**config.mk**
```make
export PLATFORM = sky130hd
export DESIGN_NAME = boolean_function_ci_order
export DESIGN_NICKNAME = d
export VERILOG_FILES = /design/src/bfci_pkg.sv /design/src/bfci_bfly_stage.sv /design/src/bfci_merge.sv /design/src/boolean_function_ci_order.sv
export SDC_FILE = /design/constraint.sdc
export NUM_CORES = 1
export LEC_CHECK = 0
export BUFFER_PORTS_ARGS = -buffer_cell sky130_fd_sc_hd__buf_2
export CAP_MARGIN = 20
export CORE_UTILIZATION = 31
export DETAILED_ROUTE_END_ITERATION = 12
export HOLD_SLACK_MARGIN = 0.1
export SLEW_MARGIN = 20
export SYNTH_ARGS = -nofsm -noshare
export SYNTH_HDL_FRONTEND = slang
export SYNTH_SLANG_ARGS = --single-unit
```
**constraint.sdc**
```tcl
create_clock -name clk -period 13.6 [get_ports clk]
set_clock_uncertainty 0.05 [all_clocks]
set_input_delay 1.36 -clock clk [delete_from_list [all_inputs] [get_ports clk]]
set_output_delay 1.36 -clock clk [all_outputs]
set_load 0.02 [all_outputs]
```
**src/bfci_pkg.sv**
```systemverilog
// Shared constants, types and a helper function for the correlation-immunity block.
package bfci_pkg;

  localparam int N_VARS      = 4;
  localparam int LEN         = 1 << N_VARS;
  localparam int HALF        = LEN / 2;
  localparam int SPEC_W      = N_VARS + 2;
  localparam int TT_W        = 16;
  localparam int EXT_W       = (LEN > TT_W) ? LEN : TT_W;
  localparam int CI_W        = 3;
  localparam int OUT_TDATA_W = 8;

  // Full spectrum word: one signed coefficient per mask, mask 0 lowest
  typedef logic [LEN-1:0][SPEC_W-1:0] spec_t;

  // Hamming weight of a mask index
  function automatic int mask_weight(input int m);
    int c;
    c = 0;
    for (int b = 0; b < N_VARS; b++) begin
      c = c + ((m >> b) & 1);
    end
    return c;
  endfunction

endpackage

```
**src/bfci_bfly_stage.sv**
```systemverilog
// One registered Walsh-Hadamard stage: a row of butterfly lanes in constant-geometry order.
module bfci_bfly_stage (
  input  logic           clk,
  input  logic           rst_n,
  input  logic           up_valid,
  input  bfci_pkg::spec_t up_data,
  output logic           up_ready,
  input  logic           dn_ready,
  output logic           valid_r,
  output bfci_pkg::spec_t data_r
);
  import bfci_pkg::*;

  spec_t data_nxt;
  logic  valid_nxt;

  assign up_ready = !valid_r || dn_ready;

  // Lane i pairs entries i and i + HALF, writes sum and difference side by side
  always_comb begin
    for (int i = 0; i < HALF; i++) begin
      data_nxt[2*i]   = SPEC_W'($signed(up_data[i]) + $signed(up_data[i+HALF]));
      data_nxt[2*i+1] = SPEC_W'($signed(up_data[i]) - $signed(up_data[i+HALF]));
    end
  end

  always_comb begin
    valid_nxt = valid_r;
    if (up_ready) begin
      valid_nxt = up_valid;
    end
  end

  always_ff @(posedge clk) begin
    if (!rst_n) begin
      valid_r <= 1'b0;
    end else begin
      valid_r <= valid_nxt;
    end
  end

  always_ff @(posedge clk) begin
    if (up_ready && up_valid) begin
      data_r <= data_nxt;
    end
  end

endmodule

```
**src/bfci_merge.sv**
```systemverilog
// Merge of lane results: weight-ordered scan of the spectrum, balance test, output register.
module bfci_merge (
  input  logic                                 clk,
  input  logic                                 rst_n,
  input  logic                                 up_valid,
  input  bfci_pkg::spec_t                      up_data,
  output logic                                 up_ready,
  output logic                                 out_valid_r,
  input  logic                                 out_ready,
  output logic [bfci_pkg::OUT_TDATA_W-1:0]     out_data_r
);
  import bfci_pkg::*;

  logic [N_VARS:1]        wnz;
  logic                   found;
  logic [CI_W-1:0]        ci;
  logic                   bal;
  logic [OUT_TDATA_W-1:0] out_data_nxt;
  logic                   out_valid_nxt;

  assign up_ready = !out_valid_r || out_ready;

  // Flag every weight that owns a nonzero coefficient
  always_comb begin
    wnz = '0;
    for (int m = 1; m < LEN; m++) begin
      if (up_data[m] != '0) begin
        wnz[mask_weight(m)] = 1'b1;
      end
    end
  end

  // First flagged weight, lowest first
  always_comb begin
    found = 1'b0;
    ci    = '0;
    for (int k = 1; k <= N_VARS; k++) begin
      if (!found && wnz[k]) begin
        ci    = CI_W'(k - 1);
        found = 1'b1;
      end
    end
  end

  // Mask 0 holds the count of ones
  assign bal = (up_data[0] == SPEC_W'(HALF));

  assign out_data_nxt = OUT_TDATA_W'({(bal ? ci : {CI_W{1'b0}}), bal, ci});

  always_comb begin
    out_valid_nxt = out_valid_r;
    if (up_ready) begin
      out_valid_nxt = up_valid;
    end
  end

  always_ff @(posedge clk) begin
    if (!rst_n) begin
      out_valid_r <= 1'b0;
    end else begin
      out_valid_r <= out_valid_nxt;
    end
  end

  always_ff @(posedge clk) begin
    if (up_ready && up_valid) begin
      out_data_r <= out_data_nxt;
    end
  end

endmodule

```
**src/boolean_function_ci_order.sv**
```systemverilog
// Top level: correlation-immunity and resilience order of a Boolean function from its truth table.
// Pipeline: N_VARS butterfly stages plus one output register.
// Throughput: one transaction per cycle unless the output stalls (fully pipelined stages).
// Each stage holds its own valid bit, so bubbles are squeezed out while the output is stalled.
// Reset: synchronous, active low; clears every stage valid bit, payload registers keep contents.
// No internal state survives between transactions.
module boolean_function_ci_order (
  input  logic                             clk,
  input  logic                             rst_n,
  input  logic                             in_tvalid,
  output logic                             in_tready,
  // in_tdata fields from bit 0 up: truth_table[15:0]
  input  logic [bfci_pkg::TT_W-1:0]        in_tdata,
  output logic                             out_tvalid,
  input  logic                             out_tready,
  // out_tdata fields from bit 0 up: ci_order[2:0], is_balanced[3], resilience_order[6:4], pad[7]
  output logic [bfci_pkg::OUT_TDATA_W-1:0] out_tdata
);
  import bfci_pkg::*;

  logic [EXT_W-1:0] tt_ext;
  spec_t            sdata  [N_VARS+1];
  logic [N_VARS:0]  svalid;
  logic [N_VARS:0]  sready;

  // Table entries beyond the input field read as zero; each entry enters as a 0/1 coefficient
  assign tt_ext = EXT_W'(in_tdata);

  always_comb begin
    for (int i = 0; i < LEN; i++) begin
      sdata[0][i] = SPEC_W'(tt_ext[i]);
    end
  end

  assign svalid[0] = in_tvalid;
  assign in_tready = sready[0];

  // Identical constant-geometry stages: after N_VARS of them the spectrum is in natural order
  for (genvar k = 0; k < N_VARS; k++) begin : g_stage
    bfci_bfly_stage u_stage (
      .clk      (clk),
      .rst_n    (rst_n),
      .up_valid (svalid[k]),
      .up_data  (sdata[k]),
      .up_ready (sready[k]),
      .dn_ready (sready[k+1]),
      .valid_r  (svalid[k+1]),
      .data_r   (sdata[k+1])
    );
  end

  // Scan by weight, test balance and hold the result until the transaction completes
  bfci_merge u_merge (
    .clk         (clk),
    .rst_n       (rst_n),
    .up_valid    (svalid[N_VARS]),
    .up_data     (sdata[N_VARS]),
    .up_ready    (sready[N_VARS]),
    .out_valid_r (out_tvalid),
    .out_ready   (out_tready),
    .out_data_r  (out_tdata)
  );

`ifndef SYNTHESIS
  // Resilience order is the CI order of a balanced function and zero otherwise
  a_resilience: assert property (@(posedge clk) disable iff (!rst_n)
    out_tvalid |-> (out_tdata[3] ? (out_tdata[6:4] == out_tdata[2:0]) : (out_tdata[6:4] == '0)))
    else $error("resilience order disagrees with balance flag");

  // CI order never reaches the variable count
  a_ci_range: assert property (@(posedge clk) disable iff (!rst_n)
    out_tvalid |-> (int'(out_tdata[2:0]) < N_VARS))
    else $error("ci_order out of range");

  // A completely full pipe behind a stalled output refuses new input
  a_full_stall: assert property (@(posedge clk) disable iff (!rst_n)
    (out_tvalid && !out_tready && (&svalid[N_VARS:1])) |-> !in_tready)
    else $error("input accepted into a full, stalled pipeline");

  // The last butterfly stage, when holding data under backpressure, still holds it
  a_stage_hold: assert property (@(posedge clk) disable iff (!rst_n)
    (svalid[N_VARS] && !sready[N_VARS]) |=> svalid[N_VARS])
    else $error("last butterfly stage dropped a transaction");
`endif

endmodule

```
==> metrics.txt, run 1 <==
status=finished clean; part of the total power dissipated in the clock network=37.5%; overall power after layout=1.794 mW; Worst Max-Slew Pin Slew=1.026 ns; leakage=6.463 nW; PnR worst setup slack=9.578 ns; antenna violations before repair=0; proportion of synthesized chip area in sequential cells=50.26%; layout net count=1367; category of the worst setup path launch point=input pin; Sink Count=234; Yosys warning count=0; power share of the sequential group=49.0%; # diodes=0; flops & latches, synth=234; maximum capacitance violations=0; unrepaired setup endpoints after global routing=no; Area Growth Syn to Fin=12.08%; switching share of power=24.13%; hold buffer count at cts=0; endpoint kind of the worst setup timing path=output pin; row count=77; hold wc startpoint=g_stage[2].u_stage.valid_r$_SDFFE_PN0P_; CTS resizes=0; Worst Setup Path Type=input pin to output pin; critical path arrival=2.61 ns; placer congestion estimate=0.7922; global-route wire length before repair=38.07 mm; delay of the slowest cell on the worst path=0.45 ns; startpoint of the worst-slack reg-to-reg timing path=g_stage[2].u_stage.data_r[42]$_DFFE_PP_; cell count after synthesis=1096; sw power=0.4329 mW; number of endpoints failing setup at the final stage=0; share of post-route cells with drive strength above 1=7.043%; Pre-antenna DRT Iters=4; Antenna Violating Nets Remaining=0; start point of the critical path=out_tready; highest-count cells in the layout ignoring fill and taps=sky130_fd_sc_hd__edfxtp_1 (229), sky130_fd_sc_hd__inv_1 (221), sky130_fd_sc_hd__ha_1 (135); Avg Inst Size Synth=12.67 µm²; total count of hold-check failures in the final report=0; total number of vias=7359; count of final max-slew check failures=0; Final TNS setup=0 ns; cell-internal power=1.361 mW; ratio of total power to cell area=115.3 nW/µm²; HPWL after detailed placement=18.22 mm; critical-path cell with the highest stage delay=sky130_fd_sc_hd__and3_1; wire length reported by the detailed router=23.43 mm; Synth Cell Area=13880 µm²; final worst path period need=4.022 ns; DRC violation count after routing=0; TritonCTS clock tree=yes; peak supply drop=0.09256 mV; drt wl/cell=13.45 µm; number of top-level design ports=30; DIE AREA=45630 µm²; Hold/Removal Path Class=flop to flop; post-synthesis async set-or-reset flop share=0%; maximum count of clock buffers along a single path=3; CTS H-tree lvls=1; setup bufs post-CTS=0; Clock transition at path regs=0.06 ns; overall track demand over capacity in global routing=10.62%; maximum operating frequency=248.6 MHz; cell at the root of the clock tree=sky130_fd_sc_hd__clkbuf_16; average via count per standard cell=4.224; main flop type after synthesis=sky130_fd_sc_hd__edfxtp_1; Die Span X=213.6 µm; CP most frequent cell=sky130_fd_sc_hd__buf_2; die extent in y=213.6 µm; max_slew headroom=31.63%; number of library cell types mapped by synthesis=48; count of port buffers added during placement=26; number of flops mapped to enable cells by yosys=229; share of the cycle needed by the critical path after routing=29.58%; initial detailed-routing violation count=311; Worst Setup Slack post-DPL=9.612 ns; total clock buffers created by CTS=26; overall overflow remaining after global route=0; share of total power in combinational logic=13.5%; required time at the worst-slack endpoint=12.19 ns; pin count of the biggest net entering global routing=81; sequence of cells on the critical path=buf_2 -> nor2b_1 -> and3_1 -> nand3_1 -> buf_2; Max FO, Critical Path=6; number of global-route vias before repair=7402; placeable core area=44220 µm²; insertion delay to the later sink of the worst-skew pair=0.52 ns; starting density of the core=31.39%; most frequent standard cell in the layout excluding fill and tap cells=sky130_fd_sc_hd__edfxtp_1
==> registers in the layout, indices dropped and copies added (netlist names) <==
name / cells
u_merge.out_data_r: 5
g_stage.u_stage.valid_r: 4
g_stage.u_stage.data_r: 224
u_merge.out_valid_r: 1
==> final timing paths <==
kind                            slack [ns]                                       to  cells past startpoint
worst max-delay path                  9.58                                in_tready                      5
worst max register to register       11.01  g_stage[3].u_stage.data_r[40]$_DFFE_PP_                      7
worst min-delay path                  0.47  g_stage[3].u_stage.valid_r$_SDFFE_PN0P_                      2
worst min register to register        0.47  g_stage[3].u_stage.valid_r$_SDFFE_PN0P_                      2
==> power by group through the flow <==
stage	combinational, mW	clock, mW	sequential [mW]
finish	0.243	0.673	0.879
global route	0.282	0.720	0.883
floorplan	0.180	0	0.889
CTS	0.249	0.691	0.879
global placement	0.242	0	0.893
detailed placement	0.247	0	0.895
==> per-layer routing <==
| metal | vias up | wire [µm] | track usage (%) |
|---|---|---|---|
| met5 | - | 0 | 0 |
| met2 | 98 | 10970 | 18.09 |
| li1 | 3726 | - | - |
| met3 | 29 | 696 | 1.523 |
| met1 | 3506 | 11300 | 14.12 |
| met4 | 0 | 469 | 2.808 |
==> per-stage QoR <==
step           cell area (µm²)  utilization (%)  cells  hold WS (ns)
2_1_floorplan            13890                -   1098        0.4162
3_3_place_gp             14720            33.28   1694        0.4530
3_5_place_dp             14720            33.28   1694        0.4555
4_1_cts                  15560            35.18   1742        0.4728
5_1_grt                  15560            35.18   1742        0.5174
6_report                 15560            35.18   1742        0.4656
==> area by class of cell <==
type / instances / area [µm²]
clock inverter: 12 / 90.09
fill: 4256 / 28660
clock buffer: 36 / 752.0
sequential: 234 / 6977
timing repair buffer: 30 / 160.2
tap: 592 / 740.7
multi-input combinational: 617 / 6010
inverter: 221 / 829.5
==> critical path, delay by kind of cell <==
family / cells / cell delay (ns)
buf+inv: 2 / 0.28
simple gates: 3 / 0.96
==> synth_stat cells (2+ instances only) <==
master | count | share of area (%)
sky130_fd_sc_hd__o31ai_1 | 9 | 0.49
sky130_fd_sc_hd__nor2_1 | 38 | 1.0
sky130_fd_sc_hd__o21bai_1 | 20 | 1.1
sky130_fd_sc_hd__a21boi_0 | 3 | 0.16
sky130_fd_sc_hd__and2_0 | 4 | 0.18
sky130_fd_sc_hd__nor3_1 | 25 | 0.90
sky130_fd_sc_hd__nand4_1 | 2 | 0.090
sky130_fd_sc_hd__o21ai_0 | 39 | 1.4
sky130_fd_sc_hd__nand3_1 | 3 | 0.11
sky130_fd_sc_hd__inv_1 | 221 | 6.0
sky130_fd_sc_hd__nor4_1 | 16 | 0.72
sky130_fd_sc_hd__a211oi_1 | 8 | 0.43
sky130_fd_sc_hd__nor2b_1 | 30 | 1.4
sky130_fd_sc_hd__mux2_2 | 6 | 0.49
sky130_fd_sc_hd__a31oi_1 | 2 | 0.090
sky130_fd_sc_hd__a21oi_1 | 30 | 1.1
sky130_fd_sc_hd__nand2b_1 | 29 | 1.3
sky130_fd_sc_hd__xor2_1 | 18 | 1.1
sky130_fd_sc_hd__buf_4 | 3 | 0.16
sky130_fd_sc_hd__buf_1 | 6 | 0.16
sky130_fd_sc_hd__mux2i_1 | 5 | 0.36
sky130_fd_sc_hd__xnor2_1 | 44 | 2.8
sky130_fd_sc_hd__edfxtp_1 | 229 | 50
sky130_fd_sc_hd__ha_1 | 135 | 12
sky130_fd_sc_hd__a22o_1 | 2 | 0.13
sky130_fd_sc_hd__a21o_1 | 17 | 0.92
sky130_fd_sc_hd__nand2_1 | 5 | 0.14
sky130_fd_sc_hd__dfxtp_1 | 5 | 0.72
sky130_fd_sc_hd__clkbuf_1 | 16 | 0.43
sky130_fd_sc_hd__and3_1 | 7 | 0.32
sky130_fd_sc_hd__o2111a_1 | 7 | 0.57
sky130_fd_sc_hd__fa_1 | 82 | 12
sky130_fd_sc_hd__o21a_1 | 8 | 0.43
sky130_fd_sc_hd__and2_1 | 2 | 0.090
sky130_fd_sc_hd__a211o_1 | 7 | 0.44
==> cell families (layout without fill, tap and decap cells) <==
| logic type | after synthesis | in the layout | synth area share [%] |
|---|---|---|---|
| adder cells (fa/ha/maj) | 217 | 217 | 23.99 |
| AO/OA/AOI/OAI | 157 | 157 | 7.589 |
| other | 1 | 3 | 0.02701 |
| buffers and inverters | 247 | 299 | 6.769 |
| flip-flops | 234 | 234 | 50.26 |
| XOR/XNOR | 62 | 62 | 3.912 |
| multiplexers | 11 | 11 | 0.8472 |
| AND/OR/NAND/NOR | 167 | 167 | 6.607 |
(Power assumes the default switching activity.)
==> run 2: changes to the inputs <==
clock period = 3.9 ns   (was 13.6 ns; I/O delays follow)
==> metrics.txt, run 2 (same netlist as run 1, synthesis figures left out) <==
Die Span X=213.6 µm (unchanged); unrepaired setup endpoints after global routing=no (unchanged); required time at the worst-slack endpoint=3.46 ns (was 12.19 ns); Clock transition at path regs=0.06 ns (about the same); largest registers=g_stage.u_stage.data_r x224, u_merge.out_data_r x5, g_stage.u_stage.valid_r x4 (unchanged); critical-path cell with the highest stage delay=sky130_fd_sc_hd__and3_1 (unchanged); total clock buffers created by CTS=28 (was 26); Max FO, Critical Path=6 (unchanged); start point of the critical path=u_merge.out_valid_r$_SDFFE_PN0P_ (was out_tready); hold buffer count at cts=3 (was 0); HPWL after detailed placement=19.50 mm (was 18.22 mm); fin area=15760 µm² (was 15560 µm²); Hold/Removal Path Class=input pin to flop (was flop to flop); starting density of the core=31.39% (unchanged); # diodes=0 (unchanged); filler-free cell count of the finished design=1749 (was 1742); leakage=6.540 nW (was 6.463 nW); Antenna Violating Nets Remaining=0 (unchanged); sequence of cells on the critical path=nor2b_1 -> and3_1 -> nand3_1 -> buf_2 (was buf_2 -> nor2b_1 -> and3_1 -> nand3_1 -> buf_2); count of final max-slew check failures=0 (unchanged); number of endpoints failing setup at the final stage=0 (unchanged); Area Growth Syn to Fin=13.52% (was 12.08%); status=finished clean (unchanged); most frequent standard cell in the layout excluding fill and tap cells=sky130_fd_sc_hd__edfxtp_1 (unchanged); CTS H-tree lvls=1 (unchanged); drt wl/cell=14.38 µm (was 13.45 µm); highest-count cells in the layout ignoring fill and taps=sky130_fd_sc_hd__edfxtp_1 (229), sky130_fd_sc_hd__inv_1 (221), sky130_fd_sc_hd__ha_1 (135) (unchanged); average via count per standard cell=4.308 (was 4.224); row count=77 (unchanged); wire length reported by the detailed router=25.16 mm (was 23.43 mm); startpoint of the worst-slack reg-to-reg timing path=g_stage[2].u_stage.data_r[42]$_DFFE_PP_ (unchanged); register with the most flip-flops=g_stage.u_stage.data_r (unchanged); hold wc startpoint=in_tdata[11] (was g_stage[2].u_stage.valid_r$_SDFFE_PN0P_); # fillers=4245 (was 4256); insertion delay to the later sink of the worst-skew pair=0.54 ns (was 0.52 ns); initial detailed-routing violation count=408 (was 311); maximum capacitance violations=0 (unchanged); cell family with most CP delay=simple AND/OR/NAND/NOR gates (unchanged); CP Buf/Inv Count=1 (was 2); setup bufs post-CTS=0 (unchanged); antenna violations before repair=0 (unchanged); placeable core area=44220 µm² (unchanged); peak supply drop=0.2919 mV (was 0.09256 mV); maximum operating frequency=402.8 MHz; Worst Max-Slew Pin Slew=0.9791 ns (was 1.026 ns); delay of the slowest cell on the worst path=0.46 ns (was 0.45 ns); max reg flops=224 (unchanged); total number of vias=7535 (was 7359); overall overflow remaining after global route=0 (unchanged); TritonCTS clock tree=yes (unchanged); category of the worst setup path launch point=flop (was input pin); Sink Count=234 (unchanged); placer congestion estimate=0.8140 (was 0.7922); count of port buffers added during placement=26 (unchanged); maximum count of clock buffers along a single path=3 (unchanged); layout net count=1372 (was 1367); Final TNS setup=0 ns (unchanged); Worst Setup Slack post-DPL=1.488 ns (was 9.612 ns); DIE AREA=45630 µm² (unchanged); overall track demand over capacity in global routing=11.37% (was 10.62%); share of post-route cells with drive strength above 1=8.038% (was 7.043%); critical path arrival=2.04 ns (was 2.61 ns); final worst path period need=2.482 ns; total count of hold-check failures in the final report=0 (unchanged); Pre-antenna DRT Iters=5 (was 4); area occupied by multi-input gates=6010 µm² (unchanged); max_slew headroom=34.73% (was 31.63%); Worst Setup Path Type=flop to output pin (was input pin to output pin); PnR worst setup slack=1.418 ns (was 9.578 ns); die extent in y=213.6 µm (unchanged); global-route wire length before repair=40.41 mm (was 38.07 mm); share of the cycle needed by the critical path after routing=63.65%; endpoint kind of the worst setup timing path=output pin (unchanged); Sequential cell area=6977 µm² (unchanged); DP Area=14730 µm² (was 14720 µm²); ratio of total power to cell area=423.6 nW/µm² (was 115.3 nW/µm²); number of top-level design ports=30 (unchanged); pin count of the biggest net entering global routing=81 (unchanged); Placed Cells incl. Taps=1694 (unchanged); cell at the root of the clock tree=sky130_fd_sc_hd__clkbuf_16 (unchanged); CTS resizes=0 (unchanged); number of global-route vias before repair=7590 (was 7402); DRC violation count after routing=0 (unchanged)
-- run 2: changes by cell type in the layout (fill, tap and decap cells not counted) --
cell and delta:
sky130_fd_sc_hd__buf_12 +1, sky130_fd_sc_hd__buf_4 -1, sky130_fd_sc_hd__bufinv_16 +3, sky130_fd_sc_hd__clkbuf_1 -5, sky130_fd_sc_hd__clkbuf_8 +2, sky130_fd_sc_hd__clkinv_1 -3, sky130_fd_sc_hd__clkinv_2 -3, sky130_fd_sc_hd__clkinv_4 +5
sky130_fd_sc_hd__clkinvlp_4 +4, sky130_fd_sc_hd__dlygate4sd3_1 +3, sky130_fd_sc_hd__inv_8 +1
-- run 2: stage by stage --
stage / hold WS [ns] / total power, mW / util (%)
after floorplan: 0.4154 / 3.721 / -
after global placement: 0.4376 / 3.962 / 33.31
after detailed placement: 0.4614 / 3.989 / 33.31
after CTS: 0.1014 / 6.766 / 35.64
after global routing: 0.1188 / 6.975 / 35.64
final: 0.1230 / 6.675 / 35.64
-- run 2: worst reg2reg max path, stage by stage, from the launching register on --
cell                       delay (ns)
sky130_fd_sc_hd__edfxtp_1        0.38
sky130_fd_sc_hd__inv_1           0.07
sky130_fd_sc_hd__ha_1            0.80
sky130_fd_sc_hd__nor2b_1         0.11
sky130_fd_sc_hd__o21a_1          0.23
sky130_fd_sc_hd__o2111a_1        0.24
sky130_fd_sc_hd__a211o_1         0.28
-- run 2: cell type report --
| type | instances | area share [%] |
|---|---|---|
| sequential | 234 | 44.27 |
| timing repair buffer | 33 | 1.286 |
| clock inverter | 19 | 1.516 |
| tap | 592 | 4.700 |
| inverter | 221 | 5.264 |
| multi-input combinational | 617 | 38.13 |
| clock buffer | 33 | 4.827 |
-- run 2: worst paths after layout --
path                                                                 to  slack [ns]  cells after the start
worst max-delay path                                          in_tready        1.42                      4
worst min-delay path            g_stage[0].u_stage.data_r[37]$_DFFE_PP_        0.12                      2
worst max register to register  g_stage[3].u_stage.data_r[47]$_DFFE_PP_        1.48                      6
worst min register to register  g_stage[3].u_stage.valid_r$_SDFFE_PN0P_        0.47                      2
-- run 2: where the power goes --
part	switching (mW)	leakage, nW	internal, mW	total (mW)
Combinational	0.493	3.91	0.363	0.856
Clock	1.07	0.470	1.68	2.75
Sequential	0.0957	2.16	2.97	3.07
-- run 2: layer usage --
| metal | vias up | share of wire [%] | global-route usage [%] | wire, µm |
|---|---|---|---|---|
| li1 | 3738 | - | - | - |
| met3 | 53 | 4.0 | 1.582 | 1017 |
| met4 | 0 | 4.0 | 4.729 | 1003 |
| met5 | - | 0 | 0 | 0 |
| met2 | 147 | 45 | 18.06 | 11350 |
| met1 | 3597 | 47 | 15.59 | 11780 |
